`src/rtl/core/terk_pkg.sv`:
```
// package: shared constants, tables and control structs for the top-k router
`default_nettype none
package terk_pkg;
	localparam int EXPERTS_DEF = 64;
	localparam int MAX_K       = 64;
	localparam int TOPK_W      = 7;
	localparam int LOGIT_W     = 16;
	localparam int ID_W        = 6;
	localparam int WEIGHT_W    = 16;
	localparam int SUM_W       = 23;
	localparam int ERR_W       = 2;
	localparam logic [TOPK_W-1:0] TOPK_RESET = 7'd2;

	localparam logic [ERR_W-1:0] ERR_NONE     = 2'd0;
	localparam logic [ERR_W-1:0] ERR_BAD_K    = 2'd1;
	localparam logic [ERR_W-1:0] ERR_OVERFLOW = 2'd2;

	// exp(-x) tables in Q16, the step-zero entries hold the full 65536
	function automatic logic [16:0] exp_int(input logic [3:0] i);
		logic [16:0] r;
		unique case (i)
			4'd0:    r = 17'd65536;
			4'd1:    r = 17'd24109;
			4'd2:    r = 17'd8869;
			4'd3:    r = 17'd3263;
			4'd4:    r = 17'd1200;
			4'd5:    r = 17'd442;
			4'd6:    r = 17'd162;
			4'd7:    r = 17'd60;
			4'd8:    r = 17'd22;
			4'd9:    r = 17'd8;
			4'd10:   r = 17'd3;
			4'd11:   r = 17'd1;
			default: r = 17'd0;
		endcase
		return r;
	endfunction

	function automatic logic [16:0] exp_hi(input logic [3:0] h);
		logic [16:0] r;
		unique case (h)
			4'd0:  r = 17'd65536; 4'd1:  r = 17'd61565;
			4'd2:  r = 17'd57835; 4'd3:  r = 17'd54331;
			4'd4:  r = 17'd51039; 4'd5:  r = 17'd47947;
			4'd6:  r = 17'd45042; 4'd7:  r = 17'd42313;
			4'd8:  r = 17'd39750; 4'd9:  r = 17'd37341;
			4'd10: r = 17'd35079; 4'd11: r = 17'd32954;
			4'd12: r = 17'd30957; 4'd13: r = 17'd29081;
			4'd14: r = 17'd27319; default: r = 17'd25664;
		endcase
		return r;
	endfunction

	function automatic logic [16:0] exp_lo(input logic [3:0] l);
		logic [16:0] r;
		unique case (l)
			4'd0:  r = 17'd65536; 4'd1:  r = 17'd65280;
			4'd2:  r = 17'd65026; 4'd3:  r = 17'd64772;
			4'd4:  r = 17'd64520; 4'd5:  r = 17'd64268;
			4'd6:  r = 17'd64018; 4'd7:  r = 17'd63768;
			4'd8:  r = 17'd63520; 4'd9:  r = 17'd63272;
			4'd10: r = 17'd63025; 4'd11: r = 17'd62780;
			4'd12: r = 17'd62535; 4'd13: r = 17'd62291;
			4'd14: r = 17'd62048; default: r = 17'd61806;
		endcase
		return r;
	endfunction

	typedef enum logic [3:0] {
		OP_IDLE, OP_LOAD, OP_SCAN_INIT, OP_SCAN, OP_PICK, OP_EXP_INIT, OP_EXP,
		OP_DIV_INIT, OP_DIV, OP_CLEAR
	} dp_op_t;

	typedef struct packed {
		dp_op_t op;
	} terk_cmd_t;

	typedef struct packed {
		logic scan_done;
		logic exp_done;
		logic div_done;
		logic pick_last;
		logic overflow;
		logic bad_k;
	} terk_sts_t;
endpackage
`default_nettype wire

```
`src/rtl/core/terk_if.sv`:
```
// valid/ready channel interfaces for the router
`default_nettype none
interface terk_in_if;
	logic               valid;
	logic               ready;
	logic signed [15:0] logit;
	logic               last;
	modport source (output valid, logit, last, input ready);
	modport sink   (input valid, logit, last, output ready);
endinterface

interface terk_out_if;
	logic        valid;
	logic        ready;
	logic [5:0]  expert_id;
	logic [15:0] weight;
	logic        end_of_run;
	logic [1:0]  error;
	modport source (output valid, expert_id, weight, end_of_run, error, input ready);
	modport sink   (input valid, expert_id, weight, end_of_run, error, output ready);
endinterface

interface terk_cfg_if;
	logic       valid;
	logic       ready;
	logic [6:0] data;
	modport source (output valid, data, input ready);
	modport sink   (input valid, data, output ready);
endinterface
`default_nettype wire

```
`src/rtl/core/topk_expert_router_softmax.sv`:
```
// top level of the top-k expert router with fixed-point softmax
//  channel | dir | word
//  in_ch   | in  | logit (s16 Q8.8), last
//  out_ch  | out | expert_id, weight (u16 Q0.16), end_of_run, error
//  cfg_ch  | in  | top_k (u7)
// one logit word per cycle while loading, then a check state after last
// after last and a passed check: k scans over the n stored logits, then the exp of every pick,
// then the bit-serial divider for each pick in turn, one result each
// reset clears count, flags and state; stores are undefined until written
// a stalled result holds the divider until taken; input and config wait
// until the final result of the token has left
`default_nettype none
module topk_expert_router_softmax import terk_pkg::*; #(
	parameter int EXPERTS = EXPERTS_DEF
) (
	input wire logic clk,
	input wire logic arst_n,
	terk_in_if.sink    in_ch,
	terk_out_if.source out_ch,
	terk_cfg_if.sink   cfg_ch
);
	terk_cmd_t         cmd;
	terk_sts_t         sts;
	logic [TOPK_W-1:0] top_k_q;
	logic              end_w;
	logic [ERR_W-1:0]  err_w;
	logic [ID_W-1:0]   id_w;
	logic [WEIGHT_W-1:0] wt_w;

	// configuration register, written only while idle or loading (ready follows the input ready)
	assign cfg_ch.ready = in_ch.ready;
	always_ff @(posedge clk or negedge arst_n) begin
		if (!arst_n) top_k_q <= TOPK_RESET;
		else if (cfg_ch.valid && cfg_ch.ready) top_k_q <= cfg_ch.data;
	end

	terk_ctrl u_ctrl (
		.clk, .arst_n, .in_ch, .out_ready(out_ch.ready), .sts, .cmd,
		.out_valid(out_ch.valid), .out_end(end_w), .out_err(err_w)
	);

	terk_datapath #(.EXPERTS(EXPERTS)) u_dp (
		.clk, .arst_n, .cmd, .in_logit(in_ch.logit), .top_k(top_k_q), .sts,
		.res_id(id_w), .res_weight(wt_w)
	);

	// error words carry zero id and weight
	assign out_ch.error      = err_w;
	assign out_ch.end_of_run = end_w;
	assign out_ch.expert_id  = (err_w == ERR_NONE) ? id_w : '0;
	assign out_ch.weight     = (err_w == ERR_NONE) ? wt_w : '0;
endmodule
`default_nettype wire

```
`src/rtl/core/terk_datapath.sv`:
```
// datapath: logit store, selection scan, exp and normaliser, divider
`default_nettype none
module terk_datapath import terk_pkg::*; #(
	parameter int EXPERTS = EXPERTS_DEF
) (
	input  wire logic                clk,
	input  wire logic                arst_n,
	input  wire terk_cmd_t           cmd,
	input  wire logic signed [15:0]  in_logit,
	input  wire logic [TOPK_W-1:0]   top_k,
	output terk_sts_t                sts,
	output logic [ID_W-1:0]          res_id,
	output logic [WEIGHT_W-1:0]      res_weight
);
	localparam int IW = (EXPERTS > 1) ? $clog2(EXPERTS) : 1;
	localparam int CW = $clog2(EXPERTS + 1);
	localparam int KW = $clog2(MAX_K);

	logic signed [15:0] store_q [EXPERTS];
	logic [CW-1:0]      count_q;
	logic               ovf_q;
	logic [IW-1:0]      sel_q [MAX_K];
	logic signed [15:0] selv_q [MAX_K];
	logic [15:0]        expv_q [MAX_K];
	logic [SUM_W-1:0]   sum_q;

	logic [CW-1:0]      j_q;
	logic [KW:0]        s_q;
	logic               found_q;
	logic [IW-1:0]      best_q;
	logic signed [15:0] bestv_q;
	logic signed [15:0] maxv_q;
	logic signed [15:0] rd_q;
	logic [IW-1:0]      rj_q;
	logic               rv_q;
	logic signed [15:0] prevv_q;
	logic [IW-1:0]      previ_q;
	logic [1:0]         ph_q;

	// exp pipeline regs
	logic [33:0] p1_q;
	logic [33:0] prod_q;
	logic [3:0]  lo_q;
	logic        zero_q;

	// divider
	logic [39:0]   rem_q;
	logic [16:0]   quo_q;
	logic [5:0]    bit_q;
	logic [15:0]   evr_q;
	logic [IW-1:0] id_q;

	logic          eligible;
	logic [16:0]   dd;
	logic [16:0]   v1;
	logic [16:0]   r2;
	logic [15:0]   ev_w;
	logic [39:0]   dsh;

	// a candidate must rank below the previous pick (value down, index up)
	assign eligible = (s_q == '0) || (rd_q < prevv_q) ||
		((rd_q == prevv_q) && (rj_q > previ_q));

	always_comb begin
		sts.scan_done = (j_q >= count_q) && !rv_q;
		sts.exp_done  = (s_q >= (KW+1)'(top_k));
		sts.div_done  = (bit_q == 6'd0) && (ph_q == 2'd2);
		sts.pick_last = (s_q + 1'b1 == (KW+1)'(top_k));
		sts.overflow  = ovf_q;
		sts.bad_k     = (top_k == '0) || (32'(top_k) > 32'(count_q))
			|| (top_k > TOPK_W'(MAX_K));
	end

	// exp stages: int * hi, then * lo, each rounded
	assign dd   = 17'(maxv_q) - 17'(rd_q);
	assign v1   = 17'((p1_q + 34'd32768) >> 16);
	assign r2   = 17'((prod_q + 34'd32768) >> 16);
	assign ev_w = zero_q ? 16'd0 : ((r2 > 17'd65535) ? 16'hFFFF : r2[15:0]);

	always_ff @(posedge clk) begin
		if (cmd.op == OP_LOAD && count_q < CW'(EXPERTS))
			store_q[count_q[IW-1:0]] <= in_logit;
		if (cmd.op == OP_PICK) begin
			sel_q[s_q[KW-1:0]]  <= best_q;
			selv_q[s_q[KW-1:0]] <= bestv_q;
		end
	end

	always_ff @(posedge clk or negedge arst_n) begin
		if (!arst_n) begin
			count_q <= '0;
			ovf_q   <= 1'b0;
			sum_q   <= '0;
			j_q <= '0; s_q <= '0; found_q <= 1'b0; ph_q <= '0;
			rv_q <= 1'b0;
			bit_q <= '0;
		end else begin
			unique case (cmd.op)
				OP_LOAD: begin
					if (count_q < CW'(EXPERTS)) count_q <= count_q + 1'b1;
					else ovf_q <= 1'b1;
				end
				OP_CLEAR: begin
					count_q <= '0; ovf_q <= 1'b0; s_q <= '0; ph_q <= '0;
				end
				OP_SCAN_INIT: begin
					j_q <= '0; found_q <= 1'b0; rv_q <= 1'b0;
				end
				OP_SCAN: begin
					// registered store read, compared in the next cycle
					if (j_q < count_q) begin
						rd_q <= store_q[j_q[IW-1:0]];
						rj_q <= j_q[IW-1:0];
						rv_q <= 1'b1;
						j_q  <= j_q + 1'b1;
					end else
						rv_q <= 1'b0;
					if (rv_q && eligible && (!found_q || rd_q > bestv_q)) begin
						best_q <= rj_q; bestv_q <= rd_q; found_q <= 1'b1;
					end
				end
				OP_PICK: begin
					prevv_q <= bestv_q;
					previ_q <= best_q;
					if (s_q == '0) maxv_q <= bestv_q;
					s_q <= s_q + 1'b1;
				end
				OP_EXP_INIT: begin
					s_q <= '0; sum_q <= '0; ph_q <= '0;
				end
				OP_EXP: begin
					if (sts.exp_done) begin
						s_q <= '0; ph_q <= 2'd0;
					end else begin
						unique case (ph_q)
							2'd0: begin
								rd_q <= selv_q[s_q[KW-1:0]];
								ph_q <= 2'd1;
							end
							2'd1: begin
								zero_q <= dd[15:8] >= 8'd12;
								lo_q   <= dd[3:0];
								p1_q   <= 34'(exp_int(dd[11:8])) * 34'(exp_hi(dd[7:4]));
								ph_q   <= 2'd2;
							end
							2'd2: begin
								prod_q <= 34'(v1) * 34'(exp_lo(lo_q));
								ph_q   <= 2'd3;
							end
							default: begin
								expv_q[s_q[KW-1:0]] <= ev_w;
								sum_q <= sum_q + SUM_W'(ev_w);
								s_q <= s_q + 1'b1;
								ph_q <= 2'd0;
							end
						endcase
					end
				end
				OP_DIV_INIT: begin
					evr_q <= expv_q[s_q[KW-1:0]];
					id_q  <= sel_q[s_q[KW-1:0]];
					quo_q <= '0; bit_q <= 6'd17; ph_q <= 2'd3;
				end
				OP_DIV: begin
					if (ph_q == 2'd3) begin
						rem_q <= {8'd0, evr_q, 16'd0} + 40'(sum_q >> 1);
						ph_q  <= 2'd1;
					end else if (bit_q != 6'd0) begin
						if (rem_q >= dsh) begin
							rem_q <= rem_q - dsh;
							quo_q <= {quo_q[15:0], 1'b1};
						end else
							quo_q <= {quo_q[15:0], 1'b0};
						bit_q <= bit_q - 1'b1;
					end else begin
						ph_q <= 2'd2;
					end
				end
				OP_IDLE: begin
					if (ph_q == 2'd2) begin
						s_q <= s_q + 1'b1; ph_q <= 2'd0;
					end
				end
				default: ;
			endcase
		end
	end

	assign dsh = 40'(sum_q) << (bit_q - 6'd1);

	always_comb begin
		res_id = ID_W'(id_q);
		if (sum_q == '0) res_weight = '0;
		else res_weight = quo_q[16] ? 16'hFFFF : quo_q[15:0];
	end
endmodule
`default_nettype wire

```
`src/rtl/core/terk_ctrl.sv`:
```
// controller: sequences load, selection, exp sum and per-pick division
`default_nettype none
module terk_ctrl import terk_pkg::*; (
	input  wire logic      clk,
	input  wire logic      arst_n,
	terk_in_if.sink        in_ch,
	input  wire logic      out_ready,
	input  wire terk_sts_t sts,
	output terk_cmd_t      cmd,
	output logic           out_valid,
	output logic           out_end,
	output logic [1:0]     out_err
);
	typedef enum logic [3:0] {
		S_LOAD, S_CHECK, S_SCAN_INIT, S_SCAN, S_PICK, S_EXP_INIT, S_EXP,
		S_DIV_INIT, S_DIV, S_EMIT, S_ERR
	} state_t;

	state_t state_q;
	logic   last_pick_q;

	assign in_ch.ready = (state_q == S_LOAD);
	assign out_valid   = (state_q == S_EMIT) || (state_q == S_ERR);
	assign out_end     = (state_q == S_ERR) ? 1'b1 : last_pick_q;

	always_comb begin
		unique case (state_q)
			S_LOAD:      cmd.op = (in_ch.valid) ? OP_LOAD : OP_IDLE;
			S_SCAN_INIT: cmd.op = OP_SCAN_INIT;
			S_SCAN:      cmd.op = sts.scan_done ? OP_PICK : OP_SCAN;
			S_EXP_INIT:  cmd.op = OP_EXP_INIT;
			S_EXP:       cmd.op = OP_EXP;
			S_DIV_INIT:  cmd.op = OP_DIV_INIT;
			S_DIV:       cmd.op = OP_DIV;
			S_EMIT:      cmd.op = out_ready ? OP_IDLE : OP_DIV;
			S_ERR:       cmd.op = OP_IDLE;
			S_CHECK:     cmd.op = OP_IDLE;
			default:     cmd.op = OP_IDLE;
		endcase
		if (state_q == S_CHECK && (sts.overflow || sts.bad_k)) cmd.op = OP_IDLE;
		if ((state_q == S_ERR && out_ready) ||
			(state_q == S_EMIT && out_ready && last_pick_q)) cmd.op = OP_CLEAR;
	end

	always_ff @(posedge clk or negedge arst_n) begin
		if (!arst_n) begin
			state_q <= S_LOAD; out_err <= ERR_NONE;
			last_pick_q <= 1'b0;
		end else begin
			unique case (state_q)
				S_LOAD: if (in_ch.valid && in_ch.last) state_q <= S_CHECK;
				S_CHECK: begin
					if (sts.overflow) begin
						out_err <= ERR_OVERFLOW; state_q <= S_ERR;
					end else if (sts.bad_k) begin
						out_err <= ERR_BAD_K; state_q <= S_ERR;
					end else begin
						out_err <= ERR_NONE; state_q <= S_SCAN_INIT;
					end
				end
				S_SCAN_INIT: state_q <= S_SCAN;
				S_SCAN: if (sts.scan_done) state_q <= sts.pick_last ? S_EXP_INIT : S_SCAN_INIT;
				S_PICK: state_q <= S_SCAN_INIT;
				S_EXP_INIT: state_q <= S_EXP;
				S_EXP: if (sts.exp_done) state_q <= S_DIV_INIT;
				S_DIV_INIT: begin
					state_q <= S_DIV; last_pick_q <= 1'b0;
				end
				S_DIV: if (sts.div_done) begin
					state_q <= S_EMIT; last_pick_q <= sts.pick_last;
				end
				S_EMIT: if (out_ready)
					state_q <= last_pick_q ? S_LOAD : S_DIV_INIT;
				S_ERR: if (out_ready) state_q <= S_LOAD;
				default: state_q <= S_LOAD;
			endcase
		end
	end
endmodule
`default_nettype wire

```
`src/flat_wrapper.sv`:
```
// flat-port wrapper written by rule: the top's interface ports become plain ports
module topk_expert_router_softmax_flat import terk_pkg::*;
#(
	parameter int EXPERTS = EXPERTS_DEF
)
  (clk, arst_n, in_ch_valid, in_ch_logit, in_ch_last, in_ch_ready, out_ch_valid, out_ch_expert_id, out_ch_weight, out_ch_end_of_run, out_ch_error, out_ch_ready, cfg_ch_valid, cfg_ch_data, cfg_ch_ready);
  terk_in_if in_ch_i ();
  terk_out_if out_ch_i ();
  terk_cfg_if cfg_ch_i ();
  input wire logic clk;
  input wire logic arst_n;
  input wire logic [$bits(in_ch_i.valid)-1:0] in_ch_valid;
  input wire logic [$bits(in_ch_i.logit)-1:0] in_ch_logit;
  input wire logic [$bits(in_ch_i.last)-1:0] in_ch_last;
  output wire logic [$bits(in_ch_i.ready)-1:0] in_ch_ready;
  output wire logic [$bits(out_ch_i.valid)-1:0] out_ch_valid;
  output wire logic [$bits(out_ch_i.expert_id)-1:0] out_ch_expert_id;
  output wire logic [$bits(out_ch_i.weight)-1:0] out_ch_weight;
  output wire logic [$bits(out_ch_i.end_of_run)-1:0] out_ch_end_of_run;
  output wire logic [$bits(out_ch_i.error)-1:0] out_ch_error;
  input wire logic [$bits(out_ch_i.ready)-1:0] out_ch_ready;
  input wire logic [$bits(cfg_ch_i.valid)-1:0] cfg_ch_valid;
  input wire logic [$bits(cfg_ch_i.data)-1:0] cfg_ch_data;
  output wire logic [$bits(cfg_ch_i.ready)-1:0] cfg_ch_ready;
  assign in_ch_i.valid = in_ch_valid;
  assign in_ch_i.logit = in_ch_logit;
  assign in_ch_i.last = in_ch_last;
  assign in_ch_ready = in_ch_i.ready;
  assign out_ch_valid = out_ch_i.valid;
  assign out_ch_expert_id = out_ch_i.expert_id;
  assign out_ch_weight = out_ch_i.weight;
  assign out_ch_end_of_run = out_ch_i.end_of_run;
  assign out_ch_error = out_ch_i.error;
  assign out_ch_i.ready = out_ch_ready;
  assign cfg_ch_i.valid = cfg_ch_valid;
  assign cfg_ch_i.data = cfg_ch_data;
  assign cfg_ch_ready = cfg_ch_i.ready;
  topk_expert_router_softmax #(.EXPERTS(EXPERTS)) u_core (.clk(clk), .arst_n(arst_n), .in_ch(in_ch_i), .out_ch(out_ch_i), .cfg_ch(cfg_ch_i));
endmodule
```
`config.mk`:
```
export PLATFORM = sky130hd
export DESIGN_NAME = topk_expert_router_softmax_flat
export DESIGN_NICKNAME = d
export VERILOG_FILES = /design/src/rtl/core/terk_pkg.sv /design/src/rtl/core/terk_if.sv /design/src/rtl/core/topk_expert_router_softmax.sv /design/src/rtl/core/terk_datapath.sv /design/src/rtl/core/terk_ctrl.sv /design/src/flat_wrapper.sv
export SDC_FILE = /design/constraint.sdc
export NUM_CORES = 2
export LEC_CHECK = 0
export ABC_AREA = 1
export BUFFER_PORTS_ARGS = -buffer_cell sky130_fd_sc_hd__buf_2
export CAP_MARGIN = 20
export CORE_MARGIN = 3
export CORE_UTILIZATION = 55
export DETAILED_ROUTE_END_ITERATION = 10
export PLACE_DENSITY = 0.71
export RECOVER_POWER = 25
export SYNTH_ARGS = -nofsm -noshare
export SYNTH_HDL_FRONTEND = slang
export SYNTH_MEMORY_MAX_BITS = 65536
export SYNTH_SLANG_ARGS = --single-unit
```
`constraint.sdc`:
```
create_clock -name clk -period 14.8 [get_ports clk]
set_input_delay 1.48 -clock clk [delete_from_list [all_inputs] [get_ports clk]]
set_output_delay 1.48 -clock clk [all_outputs]
set_load 0.01 [all_outputs]
```
==> flow_metrics.tcl <==
set metrics [dict create \
    status "finished with violations" \
    violations "capacitance limit, slew limit" \
    finalCriticalPeriod_ps 8570 \
    drv_slew 2410 \
    crit_start "u_core.u_dp.rd_q[0]" \
    power_per_cell_area_mw_per_mm2 190 \
    min_path_cells 0 \
    drt_pass1_iterations 9 \
    setup_viol 0 \
    worst_slack_ps 6230 \
    clkLatencyLatePin_ps 960 \
    syn_to_final_growth_pct 10.9 \
    arrival_ps 9280 \
    whs_ps 471 \
    rows 202 \
    synth-xor-area-share_pct 0.600 \
    min_from "u_core.u_dp.rj_q[5]" \
    place.gp.congestion 0.925 \
    tritoncts "done" \
    seq_area_frac_synth_pct 66.7 \
    synth_edf_count 3658 \
    syn_area_mm2 0.168 \
    min_to "u_core.u_dp.best_q[5]" \
    track_usage_pct 29.9 \
    synthTopCellsByCount "edfxtp_1, nand2_1, nor2_1, inv_1, o21ai_0" \
    dr_total_vias 111000 \
    floorplan.die_area_mm2 0.311 \
    r2r_start "u_core.u_dp.rd_q[0]" \
    timing.rr.end "u_core.u_dp.p1_q[24]" \
    antenna_found_initial 19 \
    worstSetupPathType "flip-flop to flip-flop" \
    startpoint_type "flip-flop" \
    viasPerCell 6.15 \
    die_h_um 558 \
    peakVddDrop_uv 441 \
    cts.repair.resized 0 \
    relSlewSlack_pct -162 \
    period_share_pct 57.9 \
    async_flop_share_pct 1.84 \
    grt_pass1_wl_mm 692 \
    ys_top_cells_by_area "edfxtp_1, nand2_1, fa_1" \
    rsz0062_at_grt "no" \
    dp_hpwl_mm 283 \
    syn_inst 13600 \
    synthAdderAreaFrac_pct 7.78 \
    core_area_mm2 0.303 \
    synth_top_family_by_area "simple AND/OR/NAND/NOR gates" \
    drtIter0Drc 14500 \
    muxShareOfSynthArea_pct 0.0299 \
    yosysUniqueCellTypes 75 \
    synthSimpleGateAreaFrac_pct 11.7 \
    pre_cts_ws_ps 6340 \
    grt_pass1_vias 107000 \
    cts_root_buf "clkbuf_16" \
    synth_compound_area_share_pct 8.94 \
    initial_core_util_pct 55.3 \
    drc 0 \
    grt_max_degree 198 \
    nFillCells 22900 \
    ys.flop_type "edfxtp_1" \
    ys_ff_latch 3740 \
    cts_buffers 370 \
    cp_slowest_cell "nand3_1" \
    crit_top_cell "fa_1" \
    gr-total-overflow 0 \
    port_buffers 56 \
    wl_per_cell_um 26.1 \
    fmax_mhz 117 \
    hold_violations 0 \
    critPathMaxFanout 20 \
    synth_nets 14400 \
    r2r_slack_ps 6230 \
    crit_required_ps 15500 \
    syn_area_per_cell_um2 12.3 \
    ant_nets 0 \
    cts_num_sinks 3740 \
    skew_ps 77.4 \
    power_leakage_uw 0.0669 \
    yosys.area.top_type "edfxtp_1" \
    hp-class "flip-flop to flip-flop" \
    fin_nets 14600 \
    ctsHoldBuffers 0 \
    cp-end-kind "flip-flop" \
    drt-total-wl_mm 471 \
    cap_violations 39 \
    layout-drive-gt1-share_pct 8.46 \
    finalSetupTns_ps 0 \
    ios 57 \
    synth.top_cell.area_share_pct 65.6 \
    synth.most_common_cell "edfxtp_1" \
    yosysWarnings 0 \
    reg2reg_depth 32 \
    clk_pin_slew_ps 60 \
    cts_buffer_depth 4 \
    slowest_delay_ps 720 \
    postCtsSetupBuffers 0 \
    die_w_um 558 \
    h-tree-depth 5 \
    worst_pin_slew_ps 3930 \
]
==> layer usage <==
metal | share of wire [%] | vias up | routed length (µm) | track usage [%]
met3 | 9.8 | 1131 | 46300 | 4.80
met5 | 0.031 | - | 147 | 0
li1 | - | 48900 | - | -
met1 | 38 | 54700 | 179000 | 40.2
met4 | 5.2 | 14 | 24700 | 13.7
met2 | 47 | 6139 | 221000 | 48.0
==> critical path: cells and delay by family, from the launching register on <==
family                   cells  cell delay (ps)
XOR/XNOR                     2              600
buffers and inverters        5              370
AND/OR/NAND/NOR              8             1850
flip-flops                   1              410
AO/OA/AOI/OAI                7             1290
adder cells (fa/ha/maj)     10             3770
==> cell type report <==
type / instances / area (µm²) / area share, %
Tap cell: 3978 / 4980 / 2.68
Antenna cell: 7 / 17.5 / 0.00942
Clock inverter: 231 / 2190 / 1.18
Multi-Input combinational cell: 8059 / 49800 / 26.8
Sequential cell: 3740 / 112000 / 60.2
Clock buffer: 449 / 9620 / 5.17
Inverter: 1152 / 4370 / 2.35
Timing Repair Buffer: 421 / 3090 / 1.66
==> cell families after synthesis <==
logic type                 Yosys count
xor gates and xnor gates           110
and+or+nand+nor                   4765
DFF                               3740
buffers and inverters             1781
muxes                                5
adders and majority gates          805
AOI/OAI and AO/OA                 2374
==> power breakdown <==
group,switching (µW),internal (µW),leakage (µW),total [µW]
combinational,9630,4440,0.0272,14100
sequential,141,12000,0.0340,12100
clock,4010,5180,0.00576,9190
total,13800,21600,0.0669,35400
==> through the flow <==
stage	util [%]	cells	cell area [µm²]	power, µW
final	61.3	18000	186000	35400
after global routing	61.3	18000	186000	37400
after CTS	61.4	18000	186000	35300
after detailed placement	57.5	17300	174000	26200
after global placement	57.4	17300	174000	26100
after floorplan	-	13600	168000	21700
==> sequential cells by signal (all words and copies together) (netlist names), 17 cells and up, named ones only <==
name,cells
u_core.u_dp.sum_q,23
u_core.u_dp.p1_q,18
u_core.u_dp.prod_q,18
u_core.u_dp.quo_q,17
u_core.u_dp.expv_q,1024
u_core.u_dp.store_q,1024
u_core.u_dp.sel_q,384
u_core.u_dp.rem_q,40
u_core.u_dp.selv_q,1024
==> layout by cell type (no fill, tap or decap), types with 224 or more instances in the layout <==
cell type / count
edfxtp_1: 3658
nand2_1: 2613
nor2_1: 1231
inv_1: 1097
o21ai_0: 914
ha_1: 409
fa_1: 396
clkbuf_16: 372
a21oi_1: 318
nand4_1: 315
buf_4: 308
nand3_1: 306
a22oi_1: 304
a221oi_1: 224
==> worst max-delay path by stage <==
stage	end	slack [ps]	cells after the start
CTS	u_core.u_dp.p1_q[24]	6310	32
global route	u_core.u_dp.p1_q[30]	5730	34
floorplan	u_core.u_dp.p1_q[29]	7400	33
global placement	u_core.u_dp.p1_q[30]	6060	31
detailed placement	u_core.u_dp.p1_q[24]	6340	32
finish	u_core.u_dp.p1_q[24]	6230	32
Power figures use the tool's default switching activity.
